`config.mk`:
```
export PLATFORM = sky130hd
export DESIGN_NAME = median_spike_ema_filter_flat
export DESIGN_NICKNAME = d
export VERILOG_FILES = /design/src/rtl/msef_pkg.sv /design/src/rtl/msef_if.sv /design/src/rtl/msef_alu.sv /design/src/rtl/msef_window.sv /design/src/rtl/median_spike_ema_filter.sv /design/src/flat_wrapper.sv
export SDC_FILE = /design/constraint.sdc
export NUM_CORES = 2
export LEC_CHECK = 0
export BUFFER_PORTS_ARGS = -buffer_cell sky130_fd_sc_hd__buf_2
export CAP_MARGIN = 20
export CORE_ASPECT_RATIO = 1.2
export CORE_MARGIN = 3
export CORE_UTILIZATION = 58
export DETAILED_ROUTE_END_ITERATION = 12
export HOLD_SLACK_MARGIN = 0.06
export PLACE_DENSITY = 0.78
export SLEW_MARGIN = 20
export SYNTH_ARGS = -nofsm -noshare
export SYNTH_HDL_FRONTEND = slang
export SYNTH_HIERARCHICAL = 1
export SYNTH_SLANG_ARGS = --single-unit
```
`constraint.sdc`:
```
create_clock -name clock -period 10.15 [get_ports clock]
set_clock_uncertainty 0.1 [all_clocks]
set_input_delay 1.5225 -clock clock [delete_from_list [all_inputs] [get_ports clock]]
set_output_delay 1.5225 -clock clock [all_outputs]
set_load 0.01 [all_outputs]
```
`src/rtl/msef_pkg.sv`:
```
// Package: shared types and constants of the median/spike/EMA weight filter.
`default_nettype none

package msef_pkg;

   // Payload and register widths
   localparam int SAMPLE_W      = 32;
   localparam int ELAPSED_W     = 16;
   localparam int INTERVAL_W    = 16;
   localparam int ALPHA_MAN_W   = 16;
   localparam int TAU_W         = 20;
   localparam int WINLEN_W      = 4;
   localparam int SPIKE_W       = 31;
   localparam int CSR_DATA_W    = 31;
   localparam int CSR_INDEX_W   = 3;

   // Register reset values
   localparam logic [INTERVAL_W-1:0]  INTERVAL_RESET  = 16'd120;
   localparam logic [ALPHA_MAN_W-1:0] ALPHA_MAN_RESET = 16'd13107;
   localparam logic [TAU_W-1:0]       TAU_RESET       = 20'd0;
   localparam logic [WINLEN_W-1:0]    WINLEN_RESET    = 4'd1;
   localparam logic [SPIKE_W-1:0]     SPIKE_RESET     = 31'd0;

   // Register indexes
   typedef enum logic [CSR_INDEX_W-1:0] {
      CSR_SAMPLE_INTERVAL = 3'd0,
      CSR_ALPHA_MANUAL    = 3'd1,
      CSR_TIME_CONSTANT   = 3'd2,
      CSR_MEDIAN_WINDOW   = 3'd3,
      CSR_SPIKE_LIMIT     = 3'd4
   } csr_index_type;

   // Sequencer states
   typedef enum logic [3:0] {
      S_IDLE,
      S_MED_LOAD,
      S_MED_CMP,
      S_SPK_DELTA,
      S_SPK_HI,
      S_SPK_LO,
      S_SPK_FIX,
      S_ALPHA,
      S_DIV_NUM,
      S_DIV_STEP,
      S_DIV_CLAMP,
      S_EMA_DIFF,
      S_EMA_MUL,
      S_EMA_RND,
      S_EMA_ADD,
      S_DONE
   } state_type;

   // Status of the shared adder
   typedef struct packed {
      logic neg;
      logic zero;
   } alu_flags_type;

   // Commands to the median window
   typedef struct packed {
      logic clear;
      logic push;
   } win_ctrl_type;

endpackage

`default_nettype wire

```
`src/rtl/msef_if.sv`:
```
// Interfaces: sample request channel and filtered result channel.
`default_nettype none

interface msef_req_if;
   import msef_pkg::*;

   logic                        valid;
   logic                        ready;
   logic signed [SAMPLE_W-1:0]  sample;
   logic [ELAPSED_W-1:0]        elapsed_ms;

   modport source (output valid, sample, elapsed_ms, input ready);
   modport sink   (input valid, sample, elapsed_ms, output ready);
endinterface

interface msef_rsp_if;
   import msef_pkg::*;

   logic                        valid;
   logic                        ready;
   logic signed [SAMPLE_W-1:0]  filtered_weight;

   modport source (output valid, filtered_weight, input ready);
   modport sink   (input valid, filtered_weight, output ready);
endinterface

`default_nettype wire

```
`src/rtl/msef_alu.sv`:
```
// Shared add/subtract unit used by the filter sequencer.
`default_nettype none

module msef_alu #(
   parameter int WIDTH = 36
) (
   input  wire logic [WIDTH-1:0]       a,
   input  wire logic [WIDTH-1:0]       b,
   input  wire logic                   sub,
   output logic [WIDTH-1:0]            sum,
   output msef_pkg::alu_flags_type     flags
);
   import msef_pkg::*;

   logic [WIDTH-1:0] b_op;

   // a + b or a - b with carry-in
   assign b_op       = sub ? ~b : b;
   assign sum        = a + b_op + WIDTH'(sub);
   assign flags.neg  = sum[WIDTH-1];
   assign flags.zero = (sum == '0);

endmodule

`default_nettype wire

```
`src/rtl/msef_window.sv`:
```
// Median window: ring of recent samples with fill count and write pointer.
`default_nettype none

module msef_window #(
   parameter int MAX_WINDOW = 9
) (
   input  wire logic                                clock,
   input  wire logic                                reset,
   input  wire msef_pkg::win_ctrl_type              ctrl,
   input  wire logic [msef_pkg::WINLEN_W-1:0]       length,
   input  wire logic [msef_pkg::SAMPLE_W-1:0]       push_data,
   input  wire logic [$clog2(MAX_WINDOW)-1:0]       rd_addr,
   output logic [msef_pkg::SAMPLE_W-1:0]            rd_data,
   output logic [$clog2(MAX_WINDOW+1)-1:0]          fill
);
   import msef_pkg::*;

   localparam int IDX_W  = $clog2(MAX_WINDOW);
   localparam int FILL_W = $clog2(MAX_WINDOW + 1);

   logic [SAMPLE_W-1:0] store_ff [MAX_WINDOW];
   logic [FILL_W-1:0]   fill_ff, fill_in;
   logic [IDX_W-1:0]    next_ff, next_in;
   logic [FILL_W-1:0]   len;
   logic [IDX_W-1:0]    wr_addr;
   logic [IDX_W-1:0]    ring_addr;
   logic                wr_en;

   assign len     = FILL_W'(length);
   assign rd_data = store_ff[rd_addr];
   assign fill    = fill_ff;

   // Pointer update: fill first, then overwrite the oldest entry
   always_comb begin
      fill_in   = fill_ff;
      next_in   = next_ff;
      wr_en     = 1'b0;
      ring_addr = (FILL_W'(next_ff) >= len) ? '0 : next_ff;
      wr_addr   = ring_addr;
      if (ctrl.clear) begin
         fill_in = '0;
         next_in = '0;
      end else if (ctrl.push) begin
         wr_en = 1'b1;
         if (fill_ff < len) begin
            wr_addr = fill_ff[IDX_W-1:0];
            fill_in = fill_ff + FILL_W'(1);
         end else begin
            next_in = (FILL_W'(ring_addr) + FILL_W'(1) == len) ? '0
                                                               : ring_addr + IDX_W'(1);
         end
      end
   end

   always_ff @(posedge clock) begin
      if (reset) begin
         fill_ff <= '0;
         next_ff <= '0;
      end else begin
         fill_ff <= fill_in;
         next_ff <= next_in;
      end
   end

   // Sample storage, no reset
   always_ff @(posedge clock) begin
      if (wr_en) begin
         store_ff[wr_addr] <= push_data;
      end
   end

   a_clear_empties : assert property (@(posedge clock) disable iff (reset)
      ctrl.clear |=> fill_ff == '0)
      else $error("window not empty after clear");

   a_fill_bound : assert property (@(posedge clock) disable iff (reset)
      fill_ff <= FILL_W'(MAX_WINDOW))
      else $error("window fill beyond depth");

endmodule

`default_nettype wire

```
`src/rtl/median_spike_ema_filter.sv`:
```
// Top level: median window, spike clamp and EMA smoothing of weight samples.
//
// Usage: samples arrive on req_chan (valid/ready); each accepted transfer
// yields exactly one filtered_weight transfer on rsp_chan. Registers are
// written through csr_write_en/csr_index/csr_data while the filter is idle;
// writing median_window empties the window.
// Operation: one shared adder does the additions and subtractions under a
// sequencer, so an item takes several passes through it. After accept the
// median is found by rank counting (skipped when the window length is 1),
// then come the spike clamp, alpha select, the alpha division from the time
// constant, the EMA (difference, multiply, round, add) and the output load.
// req_chan.ready is high only while the sequencer is idle.
// Reset (synchronous) empties the window, forgets the last output and
// restores register defaults. A finished result sits in an output register;
// the next sample is taken while it waits, and a new result waits inside
// the sequencer until the receiver has taken the previous one.
`default_nettype none

module median_spike_ema_filter #(
   parameter int MAX_WINDOW      = 9,
   parameter int ALPHA_FRAC_BITS = 16
) (
   input  wire logic                              clock,
   input  wire logic                              reset,
   msef_req_if.sink                               req_chan,
   msef_rsp_if.source                             rsp_chan,
   input  wire logic                              csr_write_en,
   input  wire logic [msef_pkg::CSR_INDEX_W-1:0]  csr_index,
   input  wire logic [msef_pkg::CSR_DATA_W-1:0]   csr_data
);
   import msef_pkg::*;

   localparam int F         = ALPHA_FRAC_BITS;
   localparam int ALPHA_W   = F + 1;
   localparam int NUM_W     = F + 17;
   localparam int ALU_W     = (NUM_W > 36) ? NUM_W : 36;
   localparam int DEN_W     = 21;
   localparam int PROD_W    = F + 35;
   localparam int IDX_W     = $clog2(MAX_WINDOW);
   localparam int FILL_W    = $clog2(MAX_WINDOW + 1);
   localparam int CNT_W     = $clog2(F + 1);
   localparam int ALPHA_MIN_INT = ((1 << F) + 9999) / 10000;
   localparam logic [ALPHA_W-1:0] ALPHA_ONE = {1'b1, {F{1'b0}}};
   localparam logic [ALPHA_W-1:0] ALPHA_MIN = ALPHA_W'(ALPHA_MIN_INT);

   // Odd window length, limited to the window depth
   function automatic logic [WINLEN_W-1:0] odd_len(input logic [WINLEN_W-1:0] n);
      logic [WINLEN_W:0] m;
      m = {1'b0, n};
      if (m < (WINLEN_W+1)'(1)) m = (WINLEN_W+1)'(1);
      if (m > (WINLEN_W+1)'(MAX_WINDOW)) m = (WINLEN_W+1)'(MAX_WINDOW);
      if (!m[0]) m = m + (WINLEN_W+1)'(1);
      if (m > (WINLEN_W+1)'(MAX_WINDOW)) m = m - (WINLEN_W+1)'(2);
      return m[WINLEN_W-1:0];
   endfunction

   // Configuration registers
   logic [INTERVAL_W-1:0]  interval_ff;
   logic [ALPHA_MAN_W-1:0] alpha_man_ff;
   logic [TAU_W-1:0]       tau_ff;
   logic [WINLEN_W-1:0]    winlen_ff;
   logic [SPIKE_W-1:0]     spike_ff;

   // Sequencer registers
   state_type                  state_ff, state_in;
   logic [ELAPSED_W-1:0]       dt_ff, dt_in;
   logic [SAMPLE_W-1:0]        med_ff, med_in;
   logic [SAMPLE_W-1:0]        cand_ff, cand_in;
   logic [IDX_W-1:0]           i_ff, i_in;
   logic [IDX_W-1:0]           j_ff, j_in;
   logic [FILL_W-1:0]          rank_ff, rank_in;
   logic signed [ALU_W-1:0]    delta_ff, delta_in;
   logic                       lo_sel_ff, lo_sel_in;
   logic [ALPHA_W-1:0]         alpha_ff, alpha_in;
   logic [DEN_W-1:0]           den_ff, den_in;
   logic [DEN_W-1:0]           rem_ff, rem_in;
   logic [F:0]                 low_ff, low_in;
   logic [CNT_W-1:0]           cnt_ff, cnt_in;
   logic signed [PROD_W-1:0]   prod_ff, prod_in;
   logic [SAMPLE_W-1:0]        res_ff, res_in;
   logic [SAMPLE_W-1:0]        last_ff, last_in;
   logic                       seen_ff, seen_in;
   logic                       out_valid_ff, out_valid_in;
   logic [SAMPLE_W-1:0]        out_data_ff, out_data_in;

   // Shared unit and window connections
   logic [ALU_W-1:0]    alu_a, alu_b, alu_sum;
   logic                alu_sub;
   alu_flags_type       alu_flags;
   win_ctrl_type        win_ctrl;
   logic [IDX_W-1:0]    win_rd_addr;
   logic [SAMPLE_W-1:0] win_rd_data;
   logic [FILL_W-1:0]   win_fill;

   // Helpers
   logic                     accept;
   logic [ELAPSED_W-1:0]     dt_raw;
   logic [ALU_W-1:0]         med_x, last_x, cand_x, rd_x, spike_x;
   logic [DEN_W:0]           div_trial;
   logic                     rank_inc;
   logic [FILL_W-1:0]        rank_next;
   logic signed [ALPHA_W:0]  alpha_s;
   logic signed [32:0]       diff_s;
   logic signed [PROD_W-1:0] prod_sh;
   logic signed [ALU_W-1:0]  step_half;

   assign accept         = req_chan.valid && req_chan.ready;
   assign req_chan.ready = (state_ff == S_IDLE);
   assign rsp_chan.valid = out_valid_ff;
   assign rsp_chan.filtered_weight = out_data_ff;

   assign med_x     = {{(ALU_W-SAMPLE_W){med_ff[SAMPLE_W-1]}}, med_ff};
   assign last_x    = {{(ALU_W-SAMPLE_W){last_ff[SAMPLE_W-1]}}, last_ff};
   assign cand_x    = {{(ALU_W-SAMPLE_W){cand_ff[SAMPLE_W-1]}}, cand_ff};
   assign rd_x      = {{(ALU_W-SAMPLE_W){win_rd_data[SAMPLE_W-1]}}, win_rd_data};
   assign spike_x   = ALU_W'(spike_ff);
   assign div_trial = {rem_ff, low_ff[F]};
   assign alpha_s   = {1'b0, alpha_ff};
   assign diff_s    = delta_ff[32:0];
   assign prod_sh   = prod_ff >>> (F - 1);
   assign step_half = delta_ff >>> 1;
   assign dt_raw    = seen_ff ? req_chan.elapsed_ms : interval_ff;
   assign rank_inc  = alu_flags.neg || (alu_flags.zero && (j_ff < i_ff));
   assign rank_next = rank_ff + FILL_W'(rank_inc);

   assign win_ctrl.clear = csr_write_en && (csr_index == CSR_MEDIAN_WINDOW);
   assign win_ctrl.push  = accept && (winlen_ff > WINLEN_W'(1));

   msef_alu #(.WIDTH(ALU_W)) u_alu (
      .a     (alu_a),
      .b     (alu_b),
      .sub   (alu_sub),
      .sum   (alu_sum),
      .flags (alu_flags)
   );

   msef_window #(.MAX_WINDOW(MAX_WINDOW)) u_window (
      .clock     (clock),
      .reset     (reset),
      .ctrl      (win_ctrl),
      .length    (winlen_ff),
      .push_data (req_chan.sample),
      .rd_addr   (win_rd_addr),
      .rd_data   (win_rd_data),
      .fill      (win_fill)
   );

   // Register writes
   always_ff @(posedge clock) begin
      if (reset) begin
         interval_ff  <= INTERVAL_RESET;
         alpha_man_ff <= ALPHA_MAN_RESET;
         tau_ff       <= TAU_RESET;
         winlen_ff    <= WINLEN_RESET;
         spike_ff     <= SPIKE_RESET;
      end else if (csr_write_en) begin
         unique case (csr_index)
            CSR_SAMPLE_INTERVAL: interval_ff  <= csr_data[INTERVAL_W-1:0];
            CSR_ALPHA_MANUAL:    alpha_man_ff <= csr_data[ALPHA_MAN_W-1:0];
            CSR_TIME_CONSTANT:   tau_ff       <= csr_data[TAU_W-1:0];
            CSR_MEDIAN_WINDOW:   winlen_ff    <= odd_len(csr_data[WINLEN_W-1:0]);
            CSR_SPIKE_LIMIT:     spike_ff     <= csr_data[SPIKE_W-1:0];
            default: ;
         endcase
      end
   end

   // Sequencer: next state and datapath control
   always_comb begin
      state_in     = state_ff;
      dt_in        = dt_ff;
      med_in       = med_ff;
      cand_in      = cand_ff;
      i_in         = i_ff;
      j_in         = j_ff;
      rank_in      = rank_ff;
      delta_in     = delta_ff;
      lo_sel_in    = lo_sel_ff;
      alpha_in     = alpha_ff;
      den_in       = den_ff;
      rem_in       = rem_ff;
      low_in       = low_ff;
      cnt_in       = cnt_ff;
      prod_in      = prod_ff;
      res_in       = res_ff;
      last_in      = last_ff;
      seen_in      = seen_ff;
      out_valid_in = out_valid_ff && !rsp_chan.ready;
      out_data_in  = out_data_ff;
      alu_a        = '0;
      alu_b        = '0;
      alu_sub      = 1'b0;
      win_rd_addr  = i_ff;

      unique case (state_ff)
         S_IDLE: begin
            if (accept) begin
               dt_in = (dt_raw == '0) ? interval_ff : dt_raw;
               i_in  = '0;
               if (win_ctrl.push) begin
                  state_in = S_MED_LOAD;
               end else begin
                  med_in   = req_chan.sample;
                  state_in = S_SPK_DELTA;
               end
            end
         end

         // Latch the candidate whose rank is counted next
         S_MED_LOAD: begin
            win_rd_addr = i_ff;
            cand_in     = win_rd_data;
            j_in        = '0;
            rank_in     = '0;
            state_in    = S_MED_CMP;
         end

         // Rank count: entries below candidate, ties broken by position
         S_MED_CMP: begin
            win_rd_addr = j_ff;
            alu_a       = rd_x;
            alu_b       = cand_x;
            alu_sub     = 1'b1;
            if (FILL_W'(j_ff) == win_fill - FILL_W'(1)) begin
               if (rank_next == (win_fill >> 1)) begin
                  med_in   = cand_ff;
                  state_in = S_SPK_DELTA;
               end else begin
                  i_in     = i_ff + IDX_W'(1);
                  state_in = S_MED_LOAD;
               end
            end else begin
               j_in    = j_ff + IDX_W'(1);
               rank_in = rank_next;
            end
         end

         // Step from the last output
         S_SPK_DELTA: begin
            if (spike_ff == '0 || !seen_ff) begin
               state_in = S_ALPHA;
            end else begin
               alu_a    = med_x;
               alu_b    = last_x;
               alu_sub  = 1'b1;
               delta_in = alu_sum;
               state_in = S_SPK_HI;
            end
         end

         // Step above the limit?
         S_SPK_HI: begin
            alu_a   = spike_x;
            alu_b   = delta_ff;
            alu_sub = 1'b1;
            if (alu_flags.neg) begin
               lo_sel_in = 1'b0;
               state_in  = S_SPK_FIX;
            end else begin
               state_in  = S_SPK_LO;
            end
         end

         // Step below minus the limit?
         S_SPK_LO: begin
            alu_a = delta_ff;
            alu_b = spike_x;
            if (alu_flags.neg) begin
               lo_sel_in = 1'b1;
               state_in  = S_SPK_FIX;
            end else begin
               state_in  = S_ALPHA;
            end
         end

         // Clamp to last output plus or minus the limit
         S_SPK_FIX: begin
            alu_a    = last_x;
            alu_b    = spike_x;
            alu_sub  = lo_sel_ff;
            med_in   = alu_sum[SAMPLE_W-1:0];
            state_in = S_ALPHA;
         end

         // Pick the smoothing weight
         S_ALPHA: begin
            if (!seen_ff) begin
               res_in   = med_ff;
               state_in = S_DONE;
            end else if (tau_ff != '0) begin
               alu_a    = ALU_W'(tau_ff);
               alu_b    = ALU_W'(dt_ff);
               den_in   = alu_sum[DEN_W-1:0];
               state_in = S_DIV_NUM;
            end else if (alpha_man_ff != '0) begin
               alpha_in = ALPHA_W'({alpha_man_ff, {F{1'b0}}} >> 16);
               state_in = S_EMA_DIFF;
            end else begin
               res_in   = med_ff;
               state_in = S_DONE;
            end
         end

         // Dividend dt*2^F + den/2; upper part seeds the remainder
         S_DIV_NUM: begin
            alu_a    = ALU_W'({dt_ff, {F{1'b0}}});
            alu_b    = ALU_W'(den_ff[DEN_W-1:1]);
            rem_in   = DEN_W'(alu_sum[NUM_W-1:F+1]);
            low_in   = alu_sum[F:0];
            cnt_in   = '0;
            state_in = S_DIV_STEP;
         end

         // Restoring division, one quotient bit per cycle
         S_DIV_STEP: begin
            alu_a    = ALU_W'(div_trial);
            alu_b    = ALU_W'(den_ff);
            alu_sub  = 1'b1;
            rem_in   = alu_flags.neg ? div_trial[DEN_W-1:0] : alu_sum[DEN_W-1:0];
            alpha_in = {alpha_ff[F-1:0], !alu_flags.neg};
            low_in   = {low_ff[F-1:0], 1'b0};
            cnt_in   = cnt_ff + CNT_W'(1);
            if (cnt_ff == CNT_W'(F)) begin
               state_in = S_DIV_CLAMP;
            end
         end

         S_DIV_CLAMP: begin
            if (alpha_ff < ALPHA_MIN) begin
               alpha_in = ALPHA_MIN;
            end else if (alpha_ff > ALPHA_ONE) begin
               alpha_in = ALPHA_ONE;
            end
            state_in = S_EMA_DIFF;
         end

         // EMA: last + round(alpha * (value - last) / 2^F)
         S_EMA_DIFF: begin
            alu_a    = med_x;
            alu_b    = last_x;
            alu_sub  = 1'b1;
            delta_in = alu_sum;
            state_in = S_EMA_MUL;
         end

         S_EMA_MUL: begin
            prod_in  = PROD_W'(alpha_s) * PROD_W'(diff_s);
            state_in = S_EMA_RND;
         end

         S_EMA_RND: begin
            alu_a    = prod_sh[ALU_W-1:0];
            alu_b    = ALU_W'(1);
            delta_in = alu_sum;
            state_in = S_EMA_ADD;
         end

         S_EMA_ADD: begin
            alu_a    = last_x;
            alu_b    = step_half;
            res_in   = alu_sum[SAMPLE_W-1:0];
            state_in = S_DONE;
         end

         // Hand the result to the output register once it is free
         S_DONE: begin
            if (!out_valid_ff || rsp_chan.ready) begin
               out_valid_in = 1'b1;
               out_data_in  = res_ff;
               last_in      = res_ff;
               seen_in      = 1'b1;
               state_in     = S_IDLE;
            end
         end

         default: state_in = S_IDLE;
      endcase
   end

   // Control state
   always_ff @(posedge clock) begin
      if (reset) begin
         state_ff     <= S_IDLE;
         last_ff      <= '0;
         seen_ff      <= 1'b0;
         out_valid_ff <= 1'b0;
      end else begin
         state_ff     <= state_in;
         last_ff      <= last_in;
         seen_ff      <= seen_in;
         out_valid_ff <= out_valid_in;
      end
   end

   // Datapath registers
   always_ff @(posedge clock) begin
      dt_ff       <= dt_in;
      med_ff      <= med_in;
      cand_ff     <= cand_in;
      i_ff        <= i_in;
      j_ff        <= j_in;
      rank_ff     <= rank_in;
      delta_ff    <= delta_in;
      lo_sel_ff   <= lo_sel_in;
      alpha_ff    <= alpha_in;
      den_ff      <= den_in;
      rem_ff      <= rem_in;
      low_ff      <= low_in;
      cnt_ff      <= cnt_in;
      prod_ff     <= prod_in;
      res_ff      <= res_in;
      out_data_ff <= out_data_in;
   end

   a_div_rem_bound : assert property (@(posedge clock) disable iff (reset)
      state_ff == S_DIV_STEP |-> rem_ff < den_ff)
      else $error("divider remainder not below divisor");

   a_alpha_bound : assert property (@(posedge clock) disable iff (reset)
      state_ff == S_EMA_MUL |-> alpha_ff <= ALPHA_ONE)
      else $error("EMA weight above one");

   a_seen_from_done : assert property (@(posedge clock) disable iff (reset)
      $rose(seen_ff) |-> $past(state_ff == S_DONE))
      else $error("first-sample flag set outside output load");

   a_last_tracks_out : assert property (@(posedge clock) disable iff (reset)
      $rose(out_valid_ff) |-> last_ff == out_data_ff)
      else $error("last output differs from presented result");

endmodule

`default_nettype wire

```
`src/flat_wrapper.sv`:
```
// flat-port wrapper written by rule: the top's interface ports become plain ports
module median_spike_ema_filter_flat import msef_pkg::*;
#(
   parameter int MAX_WINDOW      = 9,
   parameter int ALPHA_FRAC_BITS = 16
)
  (clock, reset, csr_write_en, csr_index, csr_data, req_chan_valid, req_chan_sample, req_chan_elapsed_ms, req_chan_ready, rsp_chan_valid, rsp_chan_filtered_weight, rsp_chan_ready);
  msef_req_if req_chan_i ();
  msef_rsp_if rsp_chan_i ();
  input  wire logic clock;
  input  wire logic reset;
  input  wire logic csr_write_en;
  input  wire logic [msef_pkg::CSR_INDEX_W-1:0] csr_index;
  input  wire logic [msef_pkg::CSR_DATA_W-1:0] csr_data;
  input wire logic [$bits(req_chan_i.valid)-1:0] req_chan_valid;
  input wire logic [$bits(req_chan_i.sample)-1:0] req_chan_sample;
  input wire logic [$bits(req_chan_i.elapsed_ms)-1:0] req_chan_elapsed_ms;
  output wire logic [$bits(req_chan_i.ready)-1:0] req_chan_ready;
  output wire logic [$bits(rsp_chan_i.valid)-1:0] rsp_chan_valid;
  output wire logic [$bits(rsp_chan_i.filtered_weight)-1:0] rsp_chan_filtered_weight;
  input wire logic [$bits(rsp_chan_i.ready)-1:0] rsp_chan_ready;
  assign req_chan_i.valid = req_chan_valid;
  assign req_chan_i.sample = req_chan_sample;
  assign req_chan_i.elapsed_ms = req_chan_elapsed_ms;
  assign req_chan_ready = req_chan_i.ready;
  assign rsp_chan_valid = rsp_chan_i.valid;
  assign rsp_chan_filtered_weight = rsp_chan_i.filtered_weight;
  assign rsp_chan_i.ready = rsp_chan_ready;
  median_spike_ema_filter #(.MAX_WINDOW(MAX_WINDOW), .ALPHA_FRAC_BITS(ALPHA_FRAC_BITS)) u_core (.clock(clock), .reset(reset), .req_chan(req_chan_i), .rsp_chan(rsp_chan_i), .csr_write_en(csr_write_en), .csr_index(csr_index), .csr_data(csr_data));
endmodule
```
Yosys cells after proc, flatten, opt, wreduce, memory -nomap -nowiden. Memories as Yosys holds them, arrays and structs flattened. Cells that the tools add are included.

Multiply operators: 1. Multiplexer cells: 83. Equality and inequality tests: 40. Shifts and indexed selects: 0. Bitwise logic cells: 2. Reduce and logical (&&, ||, !) cells: 50. $lt $le $gt $ge: 9. Add/sub/neg operators: 11. Div/mod/pow operators: 0.

Operators by type and width (count): 36-bit case mux with 10 select lines (2); 32-bit two-way mux (7); 36-bit two-way mux (6); 32-bit case mux with 3 select lines (1); 17-bit two-way mux (5); 4-bit two-way mux (19); 36-bit case mux with 2 select lines (1); 32-bit case mux with 2 select lines (1); 4-bit case mux with 16 select lines (1); 5-bit two-way mux (11); 18-bit by 33-bit multiplier with 51-bit output (1); 17-bit case mux with 3 select lines (1); 16-bit two-way mux (3); 21-bit case mux with 2 select lines (1); 36-bit by 1-bit adder with 36-bit output (1); 36-bit adder (1); 36-bit logical NOT (1); 36-bit inverter (1); 17-bit case mux with 2 select lines (1); 4-bit == test, second input constant (8); 31-bit logical NOT (1); 4-bit case mux with 2 select lines (3); 2-bit AND reduction (11); 21-bit two-way mux (1); other kinds (48) (107).

Flip-flop bits (word level): 458. Bits in writable memories: 288. Input port bits: 87. Memories: 1. Latch bits: 0. Word-level logic and storage cells: 224. ROM bits: 0.

Memory list: u_core.u_window.store_ff (words 9, width 32, rd ports 1, clocked after memory_dff 0, write ports 1, line msef_window.sv:21) `logic [SAMPLE_W-1:0] store_ff [MAX_WINDOW];`.

Longest topological paths before layout.
Depth after elaboration: 17. Gate-level depth with buffers: 39. Mapped depth without buffers: 33.

Hierarchy. Netlist, hierarchy kept.

By module, submodules not included: median_spike_ema_filter (times used 1, cells an instance 3948, area each 38705.9 um^2); msef_window (times used 1, cells an instance 582, area each 11641.2 um^2); msef_alu (times used 1, cells an instance 377, area each 2698.8 um^2).

Worst setup path after synthesis. OpenSTA, ideal clock, no wires.

Kind: reg-to-reg. From: register u_core.state_ff[2]. To: register u_core.med_ff[0] (enable). Cell stages (with the launch flop): 37. Buffers on the path: 6. Setup slack: -1.096 ns. Arrival time: 10.645 ns. Library setup time: 0.502 ns. Cells stage by stage: dfxtp_1 clkbuf_1 nand2b_1 clkbuf_1 nor3_1 clkbuf_1 clkbuf_1 nand2_1 nand2_1 buf_2 buf_2 mux4_2 mux2i_1 o21ai_0 a22oi_1 nand3_1 a221o_1 mux2i_1 inv_1 fa_1 a211oi_2 o21a_1 o41a_1 a311oi_2 or2_4 mux2_2 a2111oi_0 nand4bb_1 nor4bb_1 a31o_2 ha_1 ha_1 xor2_1 or3_1 a211oi_1 o211ai_1 nor4_1.

RTL lines: start, declared (line median_spike_ema_filter.sv:65) `state_type state_ff, state_in;`; start signal, assigned (line median_spike_ema_filter.sv:388) `state_ff <= state_in;`; end signal, assigned (line median_spike_ema_filter.sv:398) `med_ff <= med_in;`; end, declared (line median_spike_ema_filter.sv:67) `logic [SAMPLE_W-1:0] med_ff, med_in;`.

==> out/qor.yml <==
timing:
  max-slew-margin-rel: 0.2141
  fmax_mhz: 103.6
  tns_ns: 0
  fin_crit_sh: 0.9512
  worst_pin_slew_ns: 1.179
  fin_crit_ns: 9.655
  hold_ws_ns: 0.3541
  finalHoldViolCount: 0
  slew_viol_final: 0
  rsz0062_at_grt: "no"
  setup_viol_count_final: 0
clocking:
  cts_hold_buffers: 0
  root_buffer: "clkbuf_16"
  cts_resized: 0
  clkLatencyLatePin_ns: 0.63
  h-tree-depth: 3
  cts_setup_buffers: 0
  cts_made_buffers: 69
  cts_tree: "built"
  clock_path_buffers: 3
  clk_pin_slew_worst_paths_ns: 0.07
  cts_sinks: 730
power_and_ir_drop:
  p_clk_frac: 0.215
  p_leak_nw: 23.41
  share_comb_of_total_power: 0.467
  switching_share: 0.4129
  switchingPower_w: 0.005174
  p_int_w: 0.007357
  p_seq_frac: 0.318
  p_per_area_mw_per_mm2: 218.7
  irDropWorstVdd_mv: 0.2424
layout:
  multi_input_area_mm2: 0.02910
  stdcell_area_mm2: 0.05731
  regArea_mm2: 0.02060
  area_growth_pct: 8.041
  drive_above_1_share: 0.1009
  num-fill-cells: 6916
  nets: 5690
hold_path:
  hold_end: "u_core/rsp_chan.filtered_weight[19]"
  hold_depth: 0
  hp-class: "reg -> reg"
  min_from: "u_core/res_ff[19]"
setup_path:
  critPathMaxStageDelay_ns: 0.58
  cp-end-kind: "register"
  worstSetupPathType: "reg -> reg"
  path_depth: 32
  r2r-end: "u_core/med_ff[5]"
  cp_max_fo: 62
  cp-start-kind: "register"
  cp_slowest_cell: "mux4_2"
  required_ns: 10.34
  critPathTopFamily: "simple AND/OR/NAND/NOR gates"
  timing.rr.start: "u_core/state_ff[2]"
  worstRegToRegCells: 32
  critPathArrivalTime_ns: 9.85
  rrSetupSlack_ns: 0.50
  worst-path-buf-inv: 4
logic_synthesis:
  synth-seq-cells: 730
  syn_area_mm2: 0.05305
  synth_flop_cell: "edfxtp_1"
  yosysTopAreaCell: "edfxtp_1"
  synth.top_cell.area_share: 0.3385
  yosysSeqAreaShare: 0.3883
  synth_edf_count: 598
  synth.distinct_cells: 108
  synth_most_common_cell: "nand2_1"
  synthArstFlopShare: 0
  yosys_warnings: 6
  synthCells: 4907
  synth_commonest_cells: "798 x nand2_1, 637 x inv_1, 598 x edfxtp_1"
  yosys-top-cells-area: "edfxtp_1 34%, fa_1 20%, nand2_1 5.6%"
  avgSynthCellArea_um2: 10.81
placement:
  place.gp.congestion: 1.054
  dpl.hpwl_um: 121400
  io_buffers: 120
  place_area_mm2: 0.05493
flow_run:
  maxCapViolCount: 0
die:
  pin_count: 121
  dieArea_mm2: 0.09514
  core_area_mm2: 0.08994
  rows: 120
  die_height_um: 337.3
  start_util: 0.5898
  fp.dieW_um: 282.1
outcome:
  status: "complete, no violations"
drt:
  wl_per_cell_um: 27.16
  viasPerCell: 6.410
  dr.pass1.iters: 12
  vias: 39140
  drc: 0
  drt-total-wl_um: 165900
  drt_iter0_drc: 4795
  ant_nets: 0
global_routing:
  grt_antenna_before_repair: 6
  grt_pass1_vias: 40450
  grt_max_degree: 91
  track_usage: 0.3554
  grt.overflow.total: 0
  grt_pass1_wl_um: 250500
==> cell families (layout without fill, tap and decap cells) <==
family,after synthesis,after routing,share of synthesized area
mux,189,189,0.05158
fa+ha+maj,709,709,0.2429
flops,730,730,0.3883
simple gates,1444,1444,0.1259
compound gates,765,765,0.1016
other cells,1,6,0.00007069
xor+xnor,128,128,0.02113
buf+inv,941,977,0.06847
==> routing by layer <==
| metal | up-vias | GRT usage | share of wire |
|---|---|---|---|
| met2 | 2346 | 0.5793 | 0.48 |
| met1 | 19600 | 0.4390 | 0.36 |
| met3 | 586 | 0.06444 | 0.091 |
| met4 | 4 | 0.2277 | 0.077 |
| met5 | - | 0 | 0.00020 |
| li1 | 16610 | - | - |
==> placed cells by master, fill, tap and decap left out, drive strengths merged, types with 17 or more instances in the layout <==
master    n
buf     215
a22oi   113
fa      535
nor3     26
a21oi   240
inv     644
o21ai   116
nand2   798
dfxtp   132
xnor2    58
a21o     33
mux2     35
nand3    79
nand4    37
edfxtp  598
a211oi   17
a221o    47
nor2    138
a22o     31
xor2     70
nor4     32
mux2i    90
ha      174
clkinv   21
a222oi   42
and2    241
clkbuf   87
mux4     64
==> how the worst max path moves through the flow <==
stage | startpoint | endpoint
after floorplan | u_core/state_ff[2] | u_core/med_ff[0]
after global placement | u_core/state_ff[2] | u_core/med_ff[16]
after detailed placement | u_core/state_ff[2] | u_core/med_ff[18]
final | u_core/state_ff[2] | u_core/med_ff[5]
after CTS | u_core/state_ff[2] | u_core/med_ff[5]
after global routing | u_core/state_ff[2] | u_core/med_ff[5]
==> cell type report <==
cell class	instances	share of cell area
multi-input cells	3240	0.5078
flip-flops and latches	730	0.3595
inverters	638	0.04179
clock buffers	87	0.03366
well taps	1159	0.02530
repair buffers	215	0.02493
clock inverters	37	0.007052
diodes	1	0.00004366
==> worst reg2reg max path, delay by kind of cell, from the launching register on <==
family / cells / cell delay, ns
flip-flops: 1 / 0.32
adder cells (fa/ha/maj): 3 / 0.96
AO/OA/AOI/OAI: 10 / 2.63
XOR/XNOR: 1 / 0.09
AND/OR/NAND/NOR: 12 / 3.23
buffers and inverters: 4 / 1.14
multiplexers: 2 / 0.81
==> power by group through the flow <==
stage	Sequential [W]	Combinational (W)	Clock, W
6_report	0.00398	0.00585	0.00269
5_1_grt	0.00399	0.00617	0.00283
4_1_cts	0.00397	0.00570	0.00271
3_5_place_dp	0.00403	0.00563	0
3_3_place_gp	0.00403	0.00559	0
2_1_floorplan	0.00393	0.00373	0
==> metrics by stage <==
stage,total power (W),std cells,util,setup slack (ns)
floorplan,0.007659,4911,-,0.2455
global placement,0.009620,5975,0.6098,0.8217
detailed placement,0.009664,5980,0.6107,0.7865
CTS,0.01239,6104,0.6367,0.6360
global route,0.01299,6107,0.6372,0.03723
finish,0.01253,6107,0.6372,0.4955
==> flip-flops by register name (all words and copies together), names as in the netlist, 20 cells and up <==
signal / cells
u_core/rem_ff: 21
u_core/res_ff: 32
u_core/delta_ff: 36
u_core/last_ff: 32
u_core/spike_ff: 31
u_core/prod_ff: 36
u_core/u_window/store_ff: 288
u_core/cand_ff: 32
u_core/tau_ff: 20
u_core/den_ff: 21
u_core/med_ff: 32
u_core/rsp_chan.filtered_weight: 32
Power figures use the tool's default switching activity.
